===== src/hw/rtl/smac_pkg.sv =====
// ----------------------------------------------------------------------------
// Slouch monitor package
// Shared widths, reset values, register indexes, codes and the verdict type
// that passes from the posture tracker to the top level.
// ----------------------------------------------------------------------------
package smac_pkg;

    localparam int DISTANCE_BITS_DEF = 12;
    localparam int STREAK_BITS_DEF   = 8;

    localparam int COUNT_BITS    = 8;
    localparam int COOL_BITS     = 8;
    localparam int BREAK_BITS    = 16;
    localparam int SCORE_BITS    = 7;
    localparam int CFG_DATA_BITS = 16;
    localparam int CFG_INDEX_BITS = 3;

    localparam int THRESHOLD_RESET = 80;
    localparam int TRIGGER_RESET   = 3;
    localparam int CLEAR_RESET     = 2;
    localparam int COOLDOWN_RESET  = 18;
    localparam int BREAK_RESET     = 720;

    localparam int SCORE_FULL  = 100;
    localparam int SCORE_SPAN  = 150;
    // floor(x / 3) == (x * 683) >> 11 for every x below 2048.
    localparam int RECIP_THIRD = 683;
    localparam int RECIP_SHIFT = 11;

    localparam logic [CFG_INDEX_BITS-1:0] CFG_THRESHOLD = 3'd0;
    localparam logic [CFG_INDEX_BITS-1:0] CFG_TRIGGER   = 3'd1;
    localparam logic [CFG_INDEX_BITS-1:0] CFG_CLEAR     = 3'd2;
    localparam logic [CFG_INDEX_BITS-1:0] CFG_COOLDOWN  = 3'd3;
    localparam logic [CFG_INDEX_BITS-1:0] CFG_BREAK     = 3'd4;

    typedef enum logic [1:0] {
        ST_UNCAL      = 2'd0,
        ST_SENSOR_ERR = 2'd1,
        ST_MONITOR    = 2'd2
    } status_t;

    typedef enum logic [1:0] {
        ALERT_NONE   = 2'd0,
        ALERT_SLOUCH = 2'd1,
        ALERT_BREAK  = 2'd2
    } alert_t;

    typedef struct packed {
        status_t status;
        logic    taken;
        logic    slouching;
        alert_t  alert;
    } verdict_t;

endpackage


===== src/hw/rtl/smac_if.sv =====
// ----------------------------------------------------------------------------
// Slouch monitor channels
// Valid/ready channels for the sample items, the result items and the
// configuration writes.
// ----------------------------------------------------------------------------
interface smac_in_if #(
    parameter int DISTANCE_BITS = 12
);
    logic                     valid;
    logic                     ready;
    logic [DISTANCE_BITS-1:0] distance_mm;
    logic                     calibrate;
    logic [DISTANCE_BITS-1:0] baseline_candidate_mm;

    modport source (output valid, output distance_mm, output calibrate,
                    output baseline_candidate_mm, input ready);
    modport sink (input valid, input distance_mm, input calibrate,
                  input baseline_candidate_mm, output ready);
endinterface

interface smac_out_if #(
    parameter int DISTANCE_BITS = 12
);
    logic                     valid;
    logic                     ready;
    logic [1:0]               status;
    logic                     calibration_taken;
    logic [DISTANCE_BITS-1:0] excess_mm;
    logic [6:0]               score;
    logic                     is_slouching;
    logic [1:0]               alert;

    modport source (output valid, output status, output calibration_taken,
                    output excess_mm, output score, output is_slouching,
                    output alert, input ready);
    modport sink (input valid, input status, input calibration_taken,
                  input excess_mm, input score, input is_slouching,
                  input alert, output ready);
endinterface

interface smac_cfg_if;
    logic        valid;
    logic        ready;
    logic [2:0]  index;
    logic [15:0] data;

    modport source (output valid, output index, output data, input ready);
    modport sink (input valid, input index, input data, output ready);
endinterface


===== src/hw/rtl/smac_score.sv =====
// ----------------------------------------------------------------------------
// Slouch monitor score
// Distance above baseline and the posture score derived from it.
// ----------------------------------------------------------------------------
module smac_score
    import smac_pkg::*;
#(
    parameter int DISTANCE_BITS = DISTANCE_BITS_DEF
) (
    input  logic [DISTANCE_BITS-1:0] distance_mm,
    input  logic [DISTANCE_BITS-1:0] baseline_mm,
    output logic [DISTANCE_BITS-1:0] excess_mm,
    output logic [SCORE_BITS-1:0]    score
);

    localparam logic [DISTANCE_BITS-1:0] SPAN = DISTANCE_BITS'(SCORE_SPAN);
    localparam int PROD_BITS = 19;

    logic [8:0]           twice;
    logic [PROD_BITS-1:0] prod;
    logic [7:0]           third;

    assign excess_mm = (distance_mm > baseline_mm) ? (distance_mm - baseline_mm) : '0;

    // Below the span the excess fits in eight bits, so 2 * excess / 3 is a
    // short multiply by a reciprocal.
    assign twice = {excess_mm[7:0], 1'b0};
    assign prod  = PROD_BITS'(twice) * PROD_BITS'(RECIP_THIRD);
    assign third = prod[RECIP_SHIFT +: 8];

    always_comb
    begin
        if (excess_mm >= SPAN)
        begin
            score = '0;
        end
        else
        begin
            score = SCORE_BITS'(8'(SCORE_FULL) - third);
        end
    end

endmodule


===== src/hw/rtl/smac_tracker.sv =====
// ----------------------------------------------------------------------------
// Slouch monitor posture tracker
// Configuration registers, baseline, streaks, slouching flag, cooldown and
// break counter, with the decision logic for one item.
// ----------------------------------------------------------------------------
module smac_tracker
    import smac_pkg::*;
#(
    parameter int DISTANCE_BITS = DISTANCE_BITS_DEF,
    parameter int STREAK_BITS   = STREAK_BITS_DEF
) (
    input  logic                     clk,
    input  logic                     rst_n,
    smac_cfg_if.sink                 cfg,
    input  logic                     commit,
    input  logic [DISTANCE_BITS-1:0] distance_mm,
    input  logic                     calibrate,
    input  logic [DISTANCE_BITS-1:0] candidate_mm,
    input  logic [DISTANCE_BITS-1:0] excess_mm,
    output logic [DISTANCE_BITS-1:0] baseline_mm,
    output verdict_t                 verdict
);

    localparam int CMP_BITS = (STREAK_BITS > COUNT_BITS) ? STREAK_BITS : COUNT_BITS;
    localparam logic [STREAK_BITS-1:0] STREAK_MAX = '1;
    localparam logic [BREAK_BITS-1:0]  BREAK_MAX  = '1;

    logic [DISTANCE_BITS-1:0] thresh_reg;
    logic [COUNT_BITS-1:0]    trigger_reg;
    logic [COUNT_BITS-1:0]    clear_reg;
    logic [COOL_BITS-1:0]     cool_load_reg;
    logic [BREAK_BITS-1:0]    break_loops_reg;

    logic [DISTANCE_BITS-1:0] baseline_reg, baseline_next;
    logic                     calibrated_reg, calibrated_next;
    logic                     flag_reg, flag_next;
    logic [STREAK_BITS-1:0]   slouch_reg, slouch_next;
    logic [STREAK_BITS-1:0]   upright_reg, upright_next;
    logic [BREAK_BITS-1:0]    break_reg, break_next;
    logic [COOL_BITS-1:0]     cool_reg, cool_next;

    logic                     take;
    logic                     flag_m;
    logic [STREAK_BITS-1:0]   slouch_m, upright_m;
    logic [BREAK_BITS-1:0]    break_m, break_inc;
    logic [COOL_BITS-1:0]     cool_m, cool_dec;

    assign cfg.ready = 1'b1;

    // A successful calibration clears the monitoring state before this item
    // is judged against the new baseline.
    assign take      = calibrate && (candidate_mm != '0);
    assign flag_m    = take ? 1'b0 : flag_reg;
    assign slouch_m  = take ? '0 : slouch_reg;
    assign upright_m = take ? '0 : upright_reg;
    assign break_m   = take ? '0 : break_reg;
    assign cool_m    = take ? '0 : cool_reg;

    assign baseline_next   = take ? candidate_mm : baseline_reg;
    assign calibrated_next = take || calibrated_reg;
    assign baseline_mm     = baseline_next;

    assign cool_dec  = (cool_m != '0) ? (cool_m - 1'b1) : cool_m;
    assign break_inc = (break_m != BREAK_MAX) ? (break_m + 1'b1) : break_m;

    always_comb
    begin
        flag_next       = flag_m;
        slouch_next     = slouch_m;
        upright_next    = upright_m;
        break_next      = break_m;
        cool_next       = cool_m;
        verdict.status  = ST_UNCAL;
        verdict.alert   = ALERT_NONE;
        verdict.taken   = take;

        if (!calibrated_next)
        begin
            verdict.status = ST_UNCAL;
        end
        else if (distance_mm == '0)
        begin
            verdict.status = ST_SENSOR_ERR;
        end
        else
        begin
            verdict.status = ST_MONITOR;

            if (excess_mm >= thresh_reg)
            begin
                slouch_next  = (slouch_m != STREAK_MAX) ? (slouch_m + 1'b1) : slouch_m;
                upright_next = '0;
            end
            else
            begin
                upright_next = (upright_m != STREAK_MAX) ? (upright_m + 1'b1) : upright_m;
                slouch_next  = '0;
            end

            if (!flag_m && (CMP_BITS'(slouch_next) >= CMP_BITS'(trigger_reg)))
            begin
                flag_next = 1'b1;
            end
            else if (flag_m && (CMP_BITS'(upright_next) >= CMP_BITS'(clear_reg)))
            begin
                flag_next = 1'b0;
            end

            cool_next = cool_dec;
            if (flag_next)
            begin
                break_next = '0;
                if (cool_dec == '0)
                begin
                    verdict.alert = ALERT_SLOUCH;
                    cool_next     = cool_load_reg;
                end
            end
            else
            begin
                break_next = break_inc;
                if ((break_inc >= break_loops_reg) && (cool_dec == '0))
                begin
                    verdict.alert = ALERT_BREAK;
                    break_next    = '0;
                    cool_next     = cool_load_reg;
                end
            end
        end

        verdict.slouching = flag_next;
    end

    always_ff @(posedge clk or negedge rst_n)
    begin
        if (!rst_n)
        begin
            thresh_reg      <= DISTANCE_BITS'(THRESHOLD_RESET);
            trigger_reg     <= COUNT_BITS'(TRIGGER_RESET);
            clear_reg       <= COUNT_BITS'(CLEAR_RESET);
            cool_load_reg   <= COOL_BITS'(COOLDOWN_RESET);
            break_loops_reg <= BREAK_BITS'(BREAK_RESET);
        end
        else if (cfg.valid)
        begin
            case (cfg.index)
                CFG_THRESHOLD: thresh_reg      <= cfg.data[DISTANCE_BITS-1:0];
                CFG_TRIGGER:   trigger_reg     <= cfg.data[COUNT_BITS-1:0];
                CFG_CLEAR:     clear_reg       <= cfg.data[COUNT_BITS-1:0];
                CFG_COOLDOWN:  cool_load_reg   <= cfg.data[COOL_BITS-1:0];
                CFG_BREAK:     break_loops_reg <= cfg.data[BREAK_BITS-1:0];
                default:       ;
            endcase
        end
    end

    always_ff @(posedge clk or negedge rst_n)
    begin
        if (!rst_n)
        begin
            baseline_reg   <= '0;
            calibrated_reg <= 1'b0;
            flag_reg       <= 1'b0;
            slouch_reg     <= '0;
            upright_reg    <= '0;
            break_reg      <= '0;
            cool_reg       <= '0;
        end
        else if (commit)
        begin
            baseline_reg   <= baseline_next;
            calibrated_reg <= calibrated_next;
            flag_reg       <= flag_next;
            slouch_reg     <= slouch_next;
            upright_reg    <= upright_next;
            break_reg      <= break_next;
            cool_reg       <= cool_next;
        end
    end

endmodule


===== src/hw/rtl/slouch_monitor_with_alert_cooldown.sv =====
// ----------------------------------------------------------------------------
// Slouch monitor with alert cooldown
// One item in per monitoring loop, one result item out per item.
// ----------------------------------------------------------------------------
// Channels: sample carries the filtered distance, a calibration request and
// the candidate baseline; result carries status, calibration_taken, excess,
// score, the slouching flag and the alert code; cfg writes the five
// registers by index (threshold, trigger, clear, cooldown, break loops) and
// is always ready. Registers must be written only while no item is in flight;
// the block does not enforce this. An accepted item sits in the input
// register, where the tracker judges it against the held state, and its
// result item is loaded into the result register when the item advances,
// that is when the result register is empty or being taken.
// Throughput is one item per cycle while the receiver does not stall; the
// state update of one item is committed as it leaves the input register,
// so the next item follows straight behind it.
// When the receiver stalls, the result register holds its item and the
// input register holds the next; sample.ready drops only when both are full.
// Reset clears the baseline, the calibrated flag and all monitoring state,
// loads the register defaults and empties both registers.
// ----------------------------------------------------------------------------
module slouch_monitor_with_alert_cooldown
    import smac_pkg::*;
#(
    parameter int DISTANCE_BITS = DISTANCE_BITS_DEF,
    parameter int STREAK_BITS   = STREAK_BITS_DEF
) (
    input  logic      clk,
    input  logic      rst_n,
    smac_in_if.sink   sample,
    smac_out_if.source result,
    smac_cfg_if.sink  cfg
);

    logic                     s1_valid_reg;
    logic [DISTANCE_BITS-1:0] s1_dist_reg;
    logic                     s1_cal_reg;
    logic [DISTANCE_BITS-1:0] s1_cand_reg;

    logic                     res_valid_reg;
    status_t                  res_status_reg;
    logic                     res_taken_reg;
    logic [DISTANCE_BITS-1:0] res_excess_reg;
    logic [SCORE_BITS-1:0]    res_score_reg;
    logic                     res_slouch_reg;
    alert_t                   res_alert_reg;

    logic                     advance;
    logic [DISTANCE_BITS-1:0] baseline_mm;
    logic [DISTANCE_BITS-1:0] excess_mm;
    logic [SCORE_BITS-1:0]    score;
    verdict_t                 verdict;

    assign advance      = s1_valid_reg && (!res_valid_reg || result.ready);
    assign sample.ready = !s1_valid_reg || advance;

    smac_score #(
        .DISTANCE_BITS (DISTANCE_BITS)
    ) u_score (
        .distance_mm (s1_dist_reg),
        .baseline_mm (baseline_mm),
        .excess_mm   (excess_mm),
        .score       (score)
    );

    smac_tracker #(
        .DISTANCE_BITS (DISTANCE_BITS),
        .STREAK_BITS   (STREAK_BITS)
    ) u_tracker (
        .clk          (clk),
        .rst_n        (rst_n),
        .cfg          (cfg),
        .commit       (advance),
        .distance_mm  (s1_dist_reg),
        .calibrate    (s1_cal_reg),
        .candidate_mm (s1_cand_reg),
        .excess_mm    (excess_mm),
        .baseline_mm  (baseline_mm),
        .verdict      (verdict)
    );

    always_ff @(posedge clk or negedge rst_n)
    begin
        if (!rst_n)
        begin
            s1_valid_reg  <= 1'b0;
            res_valid_reg <= 1'b0;
        end
        else
        begin
            if (sample.ready)
            begin
                s1_valid_reg <= sample.valid;
            end
            if (advance)
            begin
                res_valid_reg <= 1'b1;
            end
            else if (result.ready)
            begin
                res_valid_reg <= 1'b0;
            end
        end
    end

    always_ff @(posedge clk)
    begin
        if (sample.valid && sample.ready)
        begin
            s1_dist_reg <= sample.distance_mm;
            s1_cal_reg  <= sample.calibrate;
            s1_cand_reg <= sample.baseline_candidate_mm;
        end
        if (advance)
        begin
            res_status_reg <= verdict.status;
            res_taken_reg  <= verdict.taken;
            res_slouch_reg <= verdict.slouching;
            res_alert_reg  <= verdict.alert;
            // Excess and score mean something only while monitoring.
            if (verdict.status == ST_MONITOR)
            begin
                res_excess_reg <= excess_mm;
                res_score_reg  <= score;
            end
            else
            begin
                res_excess_reg <= '0;
                res_score_reg  <= '0;
            end
        end
    end

    assign result.valid             = res_valid_reg;
    assign result.status            = res_status_reg;
    assign result.calibration_taken = res_taken_reg;
    assign result.excess_mm         = res_excess_reg;
    assign result.score             = res_score_reg;
    assign result.is_slouching      = res_slouch_reg;
    assign result.alert             = res_alert_reg;

    a_alert_needs_monitor : assert property (@(posedge clk) disable iff (!rst_n)
        result.valid |-> (res_alert_reg == ALERT_NONE || res_status_reg == ST_MONITOR))
        else $error("alert raised outside monitoring");

    a_idle_fields_zero : assert property (@(posedge clk) disable iff (!rst_n)
        (result.valid && res_status_reg != ST_MONITOR) |->
            (res_excess_reg == '0 && res_score_reg == '0))
        else $error("excess or score set without a monitoring result");

    a_score_range : assert property (@(posedge clk) disable iff (!rst_n)
        result.valid |-> (res_score_reg <= SCORE_BITS'(SCORE_FULL)))
        else $error("score above full marks");

    a_item_held : assert property (@(posedge clk) disable iff (!rst_n)
        (s1_valid_reg && !advance) |=> s1_valid_reg)
        else $error("item dropped from the input register");

endmodule


===== src/flat_wrapper.sv =====
// flat-port wrapper written by rule: the top's interface ports become plain ports
module slouch_monitor_with_alert_cooldown_flat import smac_pkg::*;
#(
    parameter int DISTANCE_BITS = DISTANCE_BITS_DEF,
    parameter int STREAK_BITS   = STREAK_BITS_DEF
)
  (clk, rst_n, sample_valid, sample_distance_mm, sample_calibrate, sample_baseline_candidate_mm, sample_ready, result_valid, result_status, result_calibration_taken, result_excess_mm, result_score, result_is_slouching, result_alert, result_ready, cfg_valid, cfg_index, cfg_data, cfg_ready);
  smac_in_if #(.DISTANCE_BITS(DISTANCE_BITS)) sample_i ();
  smac_out_if #(.DISTANCE_BITS(DISTANCE_BITS)) result_i ();
  smac_cfg_if cfg_i ();
  input  logic clk;
  input  logic rst_n;
  input wire logic [$bits(sample_i.valid)-1:0] sample_valid;
  input wire logic [$bits(sample_i.distance_mm)-1:0] sample_distance_mm;
  input wire logic [$bits(sample_i.calibrate)-1:0] sample_calibrate;
  input wire logic [$bits(sample_i.baseline_candidate_mm)-1:0] sample_baseline_candidate_mm;
  output wire logic [$bits(sample_i.ready)-1:0] sample_ready;
  output wire logic [$bits(result_i.valid)-1:0] result_valid;
  output wire logic [$bits(result_i.status)-1:0] result_status;
  output wire logic [$bits(result_i.calibration_taken)-1:0] result_calibration_taken;
  output wire logic [$bits(result_i.excess_mm)-1:0] result_excess_mm;
  output wire logic [$bits(result_i.score)-1:0] result_score;
  output wire logic [$bits(result_i.is_slouching)-1:0] result_is_slouching;
  output wire logic [$bits(result_i.alert)-1:0] result_alert;
  input wire logic [$bits(result_i.ready)-1:0] result_ready;
  input wire logic [$bits(cfg_i.valid)-1:0] cfg_valid;
  input wire logic [$bits(cfg_i.index)-1:0] cfg_index;
  input wire logic [$bits(cfg_i.data)-1:0] cfg_data;
  output wire logic [$bits(cfg_i.ready)-1:0] cfg_ready;
  assign sample_i.valid = sample_valid;
  assign sample_i.distance_mm = sample_distance_mm;
  assign sample_i.calibrate = sample_calibrate;
  assign sample_i.baseline_candidate_mm = sample_baseline_candidate_mm;
  assign sample_ready = sample_i.ready;
  assign result_valid = result_i.valid;
  assign result_status = result_i.status;
  assign result_calibration_taken = result_i.calibration_taken;
  assign result_excess_mm = result_i.excess_mm;
  assign result_score = result_i.score;
  assign result_is_slouching = result_i.is_slouching;
  assign result_alert = result_i.alert;
  assign result_i.ready = result_ready;
  assign cfg_i.valid = cfg_valid;
  assign cfg_i.index = cfg_index;
  assign cfg_i.data = cfg_data;
  assign cfg_ready = cfg_i.ready;
  slouch_monitor_with_alert_cooldown #(.DISTANCE_BITS(DISTANCE_BITS), .STREAK_BITS(STREAK_BITS)) u_core (.clk(clk), .rst_n(rst_n), .sample(sample_i), .result(result_i), .cfg(cfg_i));
endmodule

===== config.mk =====
export PLATFORM = sky130hd
export DESIGN_NAME = slouch_monitor_with_alert_cooldown_flat
export DESIGN_NICKNAME = d
export VERILOG_FILES = /design/src/hw/rtl/smac_pkg.sv /design/src/hw/rtl/smac_if.sv /design/src/hw/rtl/smac_score.sv /design/src/hw/rtl/smac_tracker.sv /design/src/hw/rtl/slouch_monitor_with_alert_cooldown.sv /design/src/flat_wrapper.sv
export SDC_FILE = /design/constraint.sdc
export NUM_CORES = 1
export LEC_CHECK = 0
export ABC_AREA = 0
export CAP_MARGIN = 20
export CORE_MARGIN = 2
export CORE_UTILIZATION = 35
export DETAILED_ROUTE_END_ITERATION = 8
export DONT_BUFFER_PORTS = 1
export GPL_ROUTABILITY_DRIVEN = 1
export PLACE_DENSITY = 0.55
export SYNTH_ARGS = -nofsm -noshare
export SYNTH_HDL_FRONTEND = slang
export SYNTH_SLANG_ARGS = --single-unit

===== constraint.sdc =====
create_clock -name clk -period 22.5 [get_ports clk]
set_input_delay 5.625 -clock clk [delete_from_list [all_inputs] [get_ports clk]]
set_output_delay 5.625 -clock clk [all_outputs]
set_load 0.03 [all_outputs]

==> results of run 1 <==
-- logic make-up after synthesis --
logic type	share of synthesized area
AOI/OAI and AO/OA	0.162
other	0.000360
DFF	0.405
and+or+nand+nor	0.159
xor gates and xnor gates	0.0315
muxes	0.0397
buffers and inverters	0.0488
adders and majority gates	0.153
-- layout by cell type (no fill, tap or decap), types with 5 or more instances in the layout --
cell       count
nor2b_1        7
dfstp_2       11
nor4_1         5
nand2b_1      13
inv_1         92
o21ai_0       74
nand2_1      107
mux2_2        26
clkbuf_16     17
inv_6          5
o31ai_1        6
buf_4         11
mux2i_1       12
nand3_1       22
a21o_1        30
a21oi_1       31
and3_1        22
or3_1          5
xnor2_1       21
nor3_1        13
nand4_1       16
nor2_1        72
o21a_1         7
dfrtp_1       97
ha_1         101
and2_1        21
a31oi_1       13
edfxtp_1      50
o211ai_1       6
fa_1          16
a211oi_1       6
xor2_1        12
a22o_1        22
-- power by group through the flow --
stage	clock network (W)	registers, W	logic, W
after detailed placement	0	0.000420	0.000653
final	0.000305	0.000415	0.000657
after floorplan	0	0.000409	0.000520
after global placement	0	0.000420	0.000646
after CTS	0.000311	0.000415	0.000660
after global routing	0.000320	0.000422	0.000763
-- synth_stat cells, types with 13 or more instances --
| cell | instances | share of area |
|---|---|---|
| nand2_1 | 107 | 0.039 |
| ha_1 | 101 | 0.12 |
| dfrtp_1 | 97 | 0.23 |
| inv_1 | 93 | 0.034 |
| o21ai_0 | 75 | 0.036 |
| nor2_1 | 73 | 0.026 |
| edfxtp_1 | 50 | 0.14 |
| clkbuf_1 | 32 | 0.012 |
| a21oi_1 | 31 | 0.015 |
| a21o_1 | 30 | 0.022 |
| mux2_2 | 26 | 0.028 |
| a22o_1 | 22 | 0.019 |
| and3_1 | 22 | 0.013 |
| nand3_1 | 22 | 0.011 |
| and2_1 | 21 | 0.013 |
| xnor2_1 | 21 | 0.018 |
| fa_1 | 16 | 0.031 |
| nand4_1 | 16 | 0.0096 |
| nor3_1 | 14 | 0.0067 |
| a31oi_1 | 13 | 0.0078 |
| nand2b_1 | 13 | 0.0078 |
-- layer usage --
layer	vias to the layer above	GRT usage	wire length, microns
li1	3785	-	-
met1	3655	0.239	12200
met2	201	0.275	11500
met3	27	0.0364	1520
met4	0	0.0486	373
met5	-	0	0
-- per-stage QoR --
stage          hold WS [ns]  std cells  worst slack (ns)   util
6_report              0.494       1456             10.89  0.390
5_1_grt               0.514       1456             10.86  0.390
4_1_cts               0.500       1454             10.89  0.389
3_5_place_dp          0.481       1422             10.89  0.368
3_3_place_gp          0.464       1422             10.89  0.368
2_1_floorplan         0.457       1061             10.90      -
-- final cells by class --
cell class / instances / share of cell area
inverter: 94 / 0.0307
clock inverter: 14 / 0.0150
sequential: 158 / 0.367
clock buffer: 18 / 0.0373
tap: 390 / 0.0424
timing repair buffer: 12 / 0.00958
multi-input combinational: 770 / 0.498
-- how the worst max path moves through the flow --
stage | startpoint | end | slack (ns)
final | result_ready | sample_ready | 10.89
after global routing | result_ready | sample_ready | 10.86
after CTS | result_ready | sample_ready | 10.89
after detailed placement | result_ready | sample_ready | 10.89
after global placement | result_ready | sample_ready | 10.89
after floorplan | result_ready | sample_ready | 10.90
==> metrics.md, run 1 <==
| Metric | Value |
|---|---|
| Status | finished, final reports clean |
| Hold path start | u_core.s1_valid_reg |
| Clock Power Share | 0.221 |
| Vias in the first global route | 7662 |
| Final HPWL DP | 18300 microns |
| Worst vdd ir | 66.5 uV |
| Final nets | 1219 |
| Clk_skew | 0.0155 ns |
| Die H | 176 microns |
| RSZ-0062 raised after global routing | no |
| Netlist Area Pre-Place | 10400 sq um |
| Worst hold path class | reg -> reg |
| Data required, critical path | 16.88 ns |
| DRC violations left | 0 |
| Syn Area/Cell | 9.81 sq um |
| Setup slack, reg-to-reg | 13.21 ns |
| P&R area growth vs syn | 10.5% |
| Post-DRT Antenna Nets | 0 |
| Hold buffer count at CTS | 0 |
| Reg2Reg Depth | 34 |
| First DRT Iteration DRCs | 557 |
| Core area | 29500 sq um |
| Final Wtd Congestion | 0.873 |
| Max Fclk | 86.1 MHz |
| PD cells | 120 nW/um^2 |
| Total number of vias | 7668 |
| CTS tree | built |
| Clock buffer depth | 2 |
| NetSw | 0.000569 W |
| GR Util All Layers | 0.173 |
| Sequential share of power | 0.301 |
| Initial core utilization | 0.353 |
| Switching part of the total | 0.413 |
| Post-cts resize count | 0 |
| Overall power | 0.00138 W |
| Hold Fails Final Rpt | 0 |
| Cell count along the critical path | 1 |
| Primary FF master, synth | dfrtp_1 |
| Crit path max-delay family | simple AND/OR/NAND/NOR gates |
| Crit Path Class | in -> out |
| Worst path buffer plus inverter count | 0 |
| CP Data Arrival Time | 5.99 ns |
| Number of H-tree levels | 4 |
| Share of cells above drive strength 1 | 0.0947 |
| Largest net degree at the start of global routing | 109 |
| Fill count | 2907 |
| Internal | 0.000808 W |
| Worst-path cell chain | nand3b_1 |
| Inserted Clock Buffers | 17 |
| Period utilization | 0.516 |
| Wirelength per Cell | 17.6 microns |
| Crit path max fanout | 3 |
| Antenna violations before repair | 0 |
| Syn nets | 1227 |
| Netlist cell types | 78 |
| Buffers on Ports | 0 |
| EDFF count, synth | 50 |
| Seq cells post-synth | 158 |
| Post-synthesis instance total | 1061 |
| Final Setup Violations | 0 |
| CP max stage cell | nand3b_1 |
| Area of the multi-input gates | 5730 sq um |
| Min-Delay Path Depth | 1 |
| Sequential share of the synthesized area | 0.405 |
| Hold EP | u_core.result.valid |
| Clock Latency Late Sink | 0.45 ns |
| Post-Route WL | 25600 microns |
| Die width | 176 microns |
| Placed instance area | 10900 sq um |
| Crit path largest cell delay | 0.36 ns |
| Design area | 11500 sq um |
| FF+latch area | 4220 sq um |
| ANT cells | 0 |
| Synth Warn # | 0 |
| FP Rows | 63 |
| Root cell of the clock tree | clkbuf_16 |
| Die ar. | 31100 sq um |
| Post-CTS Setup Inserts | 0 |
| GR Overflow Total | 0 |
| Slew @ Worst Pin | 1.01 ns |
| Clock transition at path regs | 0.07 ns |
| Drt first pass iters | 5 |
| First-pass GRT wire length | 41900 microns |
| Final setup TNS | 0 ns |
| Max Cap Violations | 0 |
| Ys async rst share | 0.684 |
| Fin. max-slew vios | 0 |
| Worst reg2reg path startpoint | u_core.s1_cand_reg[5] |
| Crit. End Element | output pin |
| Leak Pwr | 5.17 nW |
| Power share of the combinational group | 0.477 |
| I/O pin cnt | 77 |
| CP Launch Type | input pin |
| Slew Limit Headroom | 0.311 |
| Reg-to-Reg End | u_core.u_tracker.break_reg[9] |
| Clock sinks | 158 |
| Routed vias/inst | 5.27 |
| Crit path time final | 11.61 ns |
Power figures use the tool's default switching activity.
==> run 2, diff against run 1 <==
Settings changed: PLACE_DENSITY 0.55 to 0.57.
Clock period 22.5 ns to 10 ns, I/O delays scaled along.
==> run 2 against run 1 <==
  * Global-route usage shrank 0.37 points
  * Critical path depth grew 28
  * Critical path type is now reg -> reg
  * Sequential cell count is the same
  * Clock skew shrank 0.0018 ns
  * Non-clock buffer count grew 3
  * Register-to-register slack lost 12 ns
  * Sequential power grew 130%
  * Largest power group unchanged
  * Hold slack lost 0.0079 ns
  * Setup slack lost 10 ns
  * First-iteration DRC count grew 2.7%
==> metrics.md, run 2 (synthesis gave the netlist of run 1 again) <==
| Metric | Value |
|---|---|
| Status | finished, final reports clean (unchanged) |
| CP Data Arrival Time | 9.41 ns (was 5.99 ns) |
| Most frequent cells in the layout | nand2_1, ha_1, dfrtp_1, inv_1, o21ai_0 (unchanged) |
| Routed vias/inst | 5.27 (about the same) |
| Fill count | 2962 (was 2907) |
| Core area | 29500 sq um (unchanged) |
| Buffers on Ports | 0 (unchanged) |
| Slew @ Worst Pin | 1.11 ns (was 1.01 ns) |
| Drt first pass iters | 5 (unchanged) |
| Share of cells above drive strength 1 | 0.0973 (was 0.0947) |
| FP Rows | 63 (unchanged) |
| Worst hold path class | reg -> reg (unchanged) |
| Inserted Clock Buffers | 17 (unchanged) |
| Overall power | 0.00306 W (was 0.00138 W) |
| Die ar. | 31100 sq um (unchanged) |
| Final Setup Violations | 0 (unchanged) |
| Crit path max fanout | 20 (was 3) |
| Reg2Reg Depth | 29 (was 34) |
| Grt met1 use | 0.235 (was 0.239) |
| Data required, critical path | 10.17 ns (was 16.88 ns) |
| Die width | 176 microns (unchanged) |
| Root cell of the clock tree | clkbuf_16 (unchanged) |
| Final nets | 1222 (was 1219) |
| Crit Path Class | reg -> reg (was in -> out) |
| Total number of vias | 7688 (was 7668) |
| Max Cap Violations | 0 (unchanged) |
| I/O pin cnt | 77 (unchanged) |
| Initial core utilization | 0.353 (unchanged) |
| Hold Fails Final Rpt | 0 (unchanged) |
| Clock buffer depth | 2 (unchanged) |
| Post-Route WL | 25500 microns (was 25600 microns) |
| Placed insts | 1423 (was 1422) |
| Met2 GRT Util | 0.266 (was 0.275) |
| First-pass GRT wire length | 40800 microns (was 41900 microns) |
| Most used routing layer in global routing | met2 (unchanged) |
| Fin. max-slew vios | 0 (unchanged) |
| P&R area growth vs syn | 10.6% (was 10.5%) |
| Max Fclk | 108 MHz |
| Fin cells | 1459 (was 1456) |
| PD cells | 266 nW/um^2 (was 120 nW/um^2) |
| GR Util All Layers | 0.169 (was 0.173) |
| Largest net degree at the start of global routing | 109 (unchanged) |
| CP Launch Point | u_core.s1_cand_reg[9] (was result_ready) |
| Post-CTS Setup Inserts | 0 (unchanged) |
| CP max stage cell | a2111oi_1 (was nand3b_1) |
| ANT cells | 0 (unchanged) |
| Period utilization | 0.925 |
| Commonest non-fill, non-tap cell in the layout | nand2_1 (unchanged) |
| CP Launch Type | flip-flop (was input pin) |
| Worst vdd ir | 171 uV (was 66.5 uV) |
| DRC violations left | 0 (unchanged) |
| Final setup TNS | 0 ns (unchanged) |
| Wirelength per Cell | 17.5 microns (was 17.6 microns) |
| Post-DRT Antenna Nets | 0 (unchanged) |
| Clock Latency Late Sink | 0.43 ns (was 0.45 ns) |
| Antenna violations before repair | 0 (unchanged) |
| Crit. End Element | flip-flop (was output pin) |
| Clock transition at path regs | 0.07 ns (about the same) |
| Final Wtd Congestion | 0.833 (was 0.873) |
| Crit path time final | 9.25 ns |
| First DRT Iteration DRCs | 572 (was 557) |
| Min-Delay Path Depth | 1 (unchanged) |
| Final HPWL DP | 18800 microns (was 18300 microns) |
| Crit path largest cell delay | 0.73 ns (was 0.36 ns) |
| Leak Pwr | 5.18 nW (was 5.17 nW) |
| GR Overflow Total | 0 (unchanged) |
| Met3 GRT Util | 0.0375 (was 0.0364) |
| Die H | 176 microns (unchanged) |
| Number of H-tree levels | 4 (unchanged) |
| CTS tree | built (unchanged) |
| Worst reg2reg path startpoint | u_core.s1_cand_reg[9] (was u_core.s1_cand_reg[5]) |
| Clock sinks | 158 (unchanged) |
| Vias in the first global route | 7422 (was 7662) |
| Clk_skew | 0.0137 ns (was 0.0155 ns) |
| RSZ-0062 raised after global routing | no (unchanged) |
| Slew Limit Headroom | 0.250 (was 0.311) |
| Hold path start | u_core.s1_valid_reg (unchanged) |
-- run 2: timing repair --
item                       4_1_cts  5_1_grt
hold buffers                     0        0
setup endpoints to repair        0        1
resized for setup                0        1
-- run 2: per-stage QoR --
step,hold WS [ns],area [sq um],worst slack [ns],util
2_1_floorplan,0.457,10400,1.06,-
3_3_place_gp,0.465,10900,0.697,0.369
3_5_place_dp,0.471,10900,0.593,0.369
4_1_cts,0.488,11500,0.521,0.389
5_1_grt,0.514,11500,0.181,0.390
6_report,0.486,11500,0.755,0.390
-- run 2: power by group --
part / switching [W] / internal (W) / leakage [nW]
clock network: 0.000311 / 0.000335 / 0.289
logic: 0.000849 / 0.000633 / 3.07
registers: 0.000121 / 0.000814 / 1.82
total: 0.00128 / 0.00178 / 5.18
-- run 2: worst max-delay path, delay by kind of cell, from the launching register on --
| kind | cells | cell delay (ns) |
|---|---|---|
| AO/OA/AOI/OAI | 10 | 3.25 |
| adder cells (fa/ha/maj) | 6 | 2.48 |
| AND/OR/NAND/NOR | 7 | 1.62 |
| buffers and inverters | 4 | 0.68 |
| flip-flops | 1 | 0.41 |
| XOR/XNOR | 1 | 0.33 |
| multiplexers | 1 | 0.19 |
-- run 2: area by class of cell --
cell class / count / area (sq um) / share of cell area
repair buffers: 15 / 133 / 0.0115
well taps: 390 / 488 / 0.0424
inverters: 94 / 353 / 0.0307
multi-input cells: 770 / 5730 / 0.498
flip-flops and latches: 158 / 4220 / 0.367
clock buffers: 17 / 425 / 0.0370
clock inverters: 15 / 164 / 0.0142
-- run 2: layer usage --
| metal | vias to the layer above | wire length, microns |
|---|---|---|
| li1 | 3796 | - |
| met1 | 3695 | 12300 |
| met2 | 171 | 11600 |
| met3 | 26 | 1200 |
| met4 | 0 | 453 |
| met5 | - | 0 |
-- run 2: final timing paths --
kind / slack, ns / end
max: 0.75 / u_core.result.score[6]
min reg2reg: 0.49 / u_core.result.valid
min in group asynchronous: 1.76 / u_core.u_tracker.clear_reg[3]
max reg2reg: 0.75 / u_core.result.score[6]
min: 0.49 / u_core.result.valid
max in group asynchronous: 7.91 / u_core.u_tracker.break_loops_reg[4]
==> run 3, diff against run 2 <==
--- a/config.mk
+++ b/config.mk
@@ -13,5 +13,5 @@
 export DONT_BUFFER_PORTS = 1
 export GPL_ROUTABILITY_DRIVEN = 1
-export PLACE_DENSITY = 0.57
+export PLACE_DENSITY = 0.55
 export SYNTH_ARGS = -nofsm -noshare
 export SYNTH_HDL_FRONTEND = slang
==> constraint.sdc (replaced) <==
create_clock -name clk -period 10.93 [get_ports clk]
set_input_delay 2.7325 -clock clk [delete_from_list [all_inputs] [get_ports clk]]
set_output_delay 2.7325 -clock clk [all_outputs]
set_load 0.01 [all_outputs]
==> run 3 against run 2 <==
  * Core utilization decreased by 0.11 points
  * Clock power down 3%
  * Register-to-register slack better by 0.57 ns
  * Final area is 0.27% lower
  * First-iteration DRC count rose by 8.2%
  * Sequential share of layout area up 0.10 points
  * Maximum frequency shrank 3.8%
  * Non-clock buffer count decreased by 3
  * Largest power group unchanged
==> metrics.md, run 3 (synthesis gave the netlist of run 1 again) <==
| Metric | Value |
|---|---|
| Crit Path Class | reg -> reg (unchanged) |
| Switching part of the total | 0.408 (was 0.418) |
| Inserted Clock Buffers | 17 (unchanged) |
| Slew @ Worst Pin | 1.08 ns (was 1.11 ns) |
| Buffers on Ports | 0 (unchanged) |
| Clock transition at path regs | 0.07 ns (about the same) |
| First-pass GRT wire length | 42800 microns (was 40800 microns) |
| Crit path time final | 9.61 ns (was 9.25 ns) |
| Routed vias/inst | 5.26 (was 5.27) |
| Crit path top cell by count | a21o_1 |
| Clock sinks | 158 (unchanged) |
| Share of cells above drive strength 1 | 0.0957 (was 0.0973) |
| P&R area growth vs syn | 10.3% (was 10.6%) |
| Crit path largest cell delay | 0.80 ns (was 0.73 ns) |
| Crit. End Element | flip-flop (unchanged) |
| Root cell of the clock tree | clkbuf_16 (unchanged) |
| First DRT Iteration DRCs | 619 (was 572) |
| Initial core utilization | 0.353 (unchanged) |
| CP max stage cell | a2111oi_4 (was a2111oi_1) |
| Power share of the combinational group | 0.485 (was 0.484) |
| Slew Limit Headroom | 0.262 (was 0.250) |
| Leak Pwr | 5.16 nW (was 5.18 nW) |
| Wirelength per Cell | 18.1 microns (was 17.5 microns) |
| Clock Latency Late Sink | 0.45 ns (was 0.43 ns) |
| GR Util All Layers | 0.178 (was 0.169) |
| PD cells | 245 nW/um^2 (was 266 nW/um^2) |
| Clock buffer depth | 2 (unchanged) |
| Most frequent cells in the layout | nand2_1, ha_1, dfrtp_1, inv_1, o21ai_0 (unchanged) |
| Antenna violations before repair | 0 (unchanged) |
| Post-Route WL | 26400 microns (was 25500 microns) |
| Post-CTS Setup Inserts | 0 (unchanged) |
| Number of H-tree levels | 4 (unchanged) |
| Largest net degree at the start of global routing | 109 (unchanged) |
| Period utilization | 0.879 (was 0.925) |
| CP Data Arrival Time | 9.93 ns (was 9.41 ns) |
| Final Wtd Congestion | 0.824 (was 0.833) |
| Internal | 0.00166 W (was 0.00178 W) |
| Max Fclk | 104 MHz (was 108 MHz) |
| Worst hold path class | reg -> reg (unchanged) |
| Hold Slack | 0.494 ns (was 0.486 ns) |
| FP Rows | 63 (unchanged) |
| ANT cells | 0 (unchanged) |
| Die H | 176 microns (unchanged) |
| Hold buffer count at CTS | 0 (unchanged) |
| RSZ-0062 raised after global routing | no (unchanged) |
| CP Launch Type | flip-flop (unchanged) |
| Worst vdd ir | 160 uV (was 171 uV) |
| Final Setup Violations | 0 (unchanged) |
| Crit path max-delay family | compound AO/OA/AOI/OAI gates (unchanged) |
| Drt first pass iters | 5 (unchanged) |
| Sequential share of power | 0.292 (was 0.305) |
| Clock Power Share | 0.223 (was 0.211) |
| Commonest non-fill, non-tap cell in the layout | nand2_1 (unchanged) |
| DRC violations left | 0 (unchanged) |
| Clk_skew | 0.0206 ns (was 0.0137 ns) |
| Crit path max fanout | 33 (was 20) |
| Hold Fails Final Rpt | 0 (unchanged) |
| Final nets | 1219 (was 1222) |
| Vias in the first global route | 7546 (was 7422) |
| Die ar. | 31100 sq um (unchanged) |
| NetSw | 0.00115 W (was 0.00128 W) |
| GR Overflow Total | 0 (unchanged) |
| CTS tree | built (unchanged) |
| I/O pin cnt | 77 (unchanged) |
| Max Cap Violations | 0 (unchanged) |
| Core area | 29500 sq um (unchanged) |
| Die width | 176 microns (unchanged) |
| Post-DRT Antenna Nets | 0 (unchanged) |
| Status | finished, final reports clean (unchanged) |
| Final HPWL DP | 19400 microns (was 18800 microns) |
| Worst path buffer plus inverter count | 4 (unchanged) |
| Fin. max-slew vios | 0 (unchanged) |
| Post-cts resize count | 0 (unchanged) |
| Total number of vias | 7660 (was 7688) |
| Data required, critical path | 11.25 ns (was 10.17 ns) |
| Final setup TNS | 0 ns (unchanged) |
==> run 3: cell count changes in the layout (fill, tap and decap cells not counted), sizes merged <==
cell / change
clkinvlp: +1
inv: +1
clkinv: -4
bufinv: +2
buf: -3
==> run 3: through the flow <==
stage	total power (W)	instances	worst slack, ns	area [sq um]	utilization
after floorplan	0.00188	1061	1.99	10400	-
after global placement	0.00218	1423	1.61	10900	0.369
after detailed placement	0.00218	1424	1.39	10900	0.369
after CTS	0.00283	1456	1.36	11500	0.389
after global routing	0.00306	1456	0.617	11500	0.389
final	0.00281	1456	1.32	11500	0.389
==> run 3: path summary, 6_finish.rpt <==
check	from	end	slack, ns	cells past startpoint
max in group asynchronous	rst_n	u_core.u_tracker.thresh_reg[4]	8.70	0
min in group asynchronous	rst_n	u_core.u_tracker.clear_reg[2]	1.98	0
setup reg to reg	u_core.s1_cand_reg[10]	u_core.u_tracker.break_reg[7]	1.32	33
setup / recovery	u_core.s1_cand_reg[10]	u_core.u_tracker.break_reg[7]	1.32	33
hold reg to reg	u_core.s1_valid_reg	u_core.result.valid	0.49	1
hold / removal	u_core.s1_valid_reg	u_core.result.valid	0.49	1
==> run 3: area by class of cell <==
type                            count  area [sq um]
Clock buffer                       17           425
Inverter                           94           353
Multi-Input combinational cell    770          5730
Sequential cell                   158          4220
Timing Repair Buffer               12          90.1
Fill cell                        2929         18000
Tap cell                          390           488
Clock inverter                     15           174
==> run 3: worst register-to-register path: cells and delay by family (launching register included) <==
family,cells,cell delay (ns)
AOI/OAI and AO/OA,18,4.80
adders and majority gates,3,0.95
buffers and inverters,4,1.05
DFF,1,0.40
muxes,1,0.22
and+or+nand+nor,7,2.06
==> run 3: metal layers <==
layer  global-route usage  up-vias  wire length [microns]
met3               0.0424       14                   1250
met5                    0        -                      0
li1                     -     3792                      -
met1                0.248     3689                  12800
met2                0.281      165                  12100
met4               0.0406        0                    227
==> run 3: power groups by stage <==
stage	sequential [W]	clock, W	combinational [W]
4_1_cts	0.000823	0.000640	0.00137
3_5_place_dp	0.000833	0	0.00135
3_3_place_gp	0.000832	0	0.00135
2_1_floorplan	0.000807	0	0.00107
6_report	0.000822	0.000628	0.00136
5_1_grt	0.000836	0.000663	0.00156
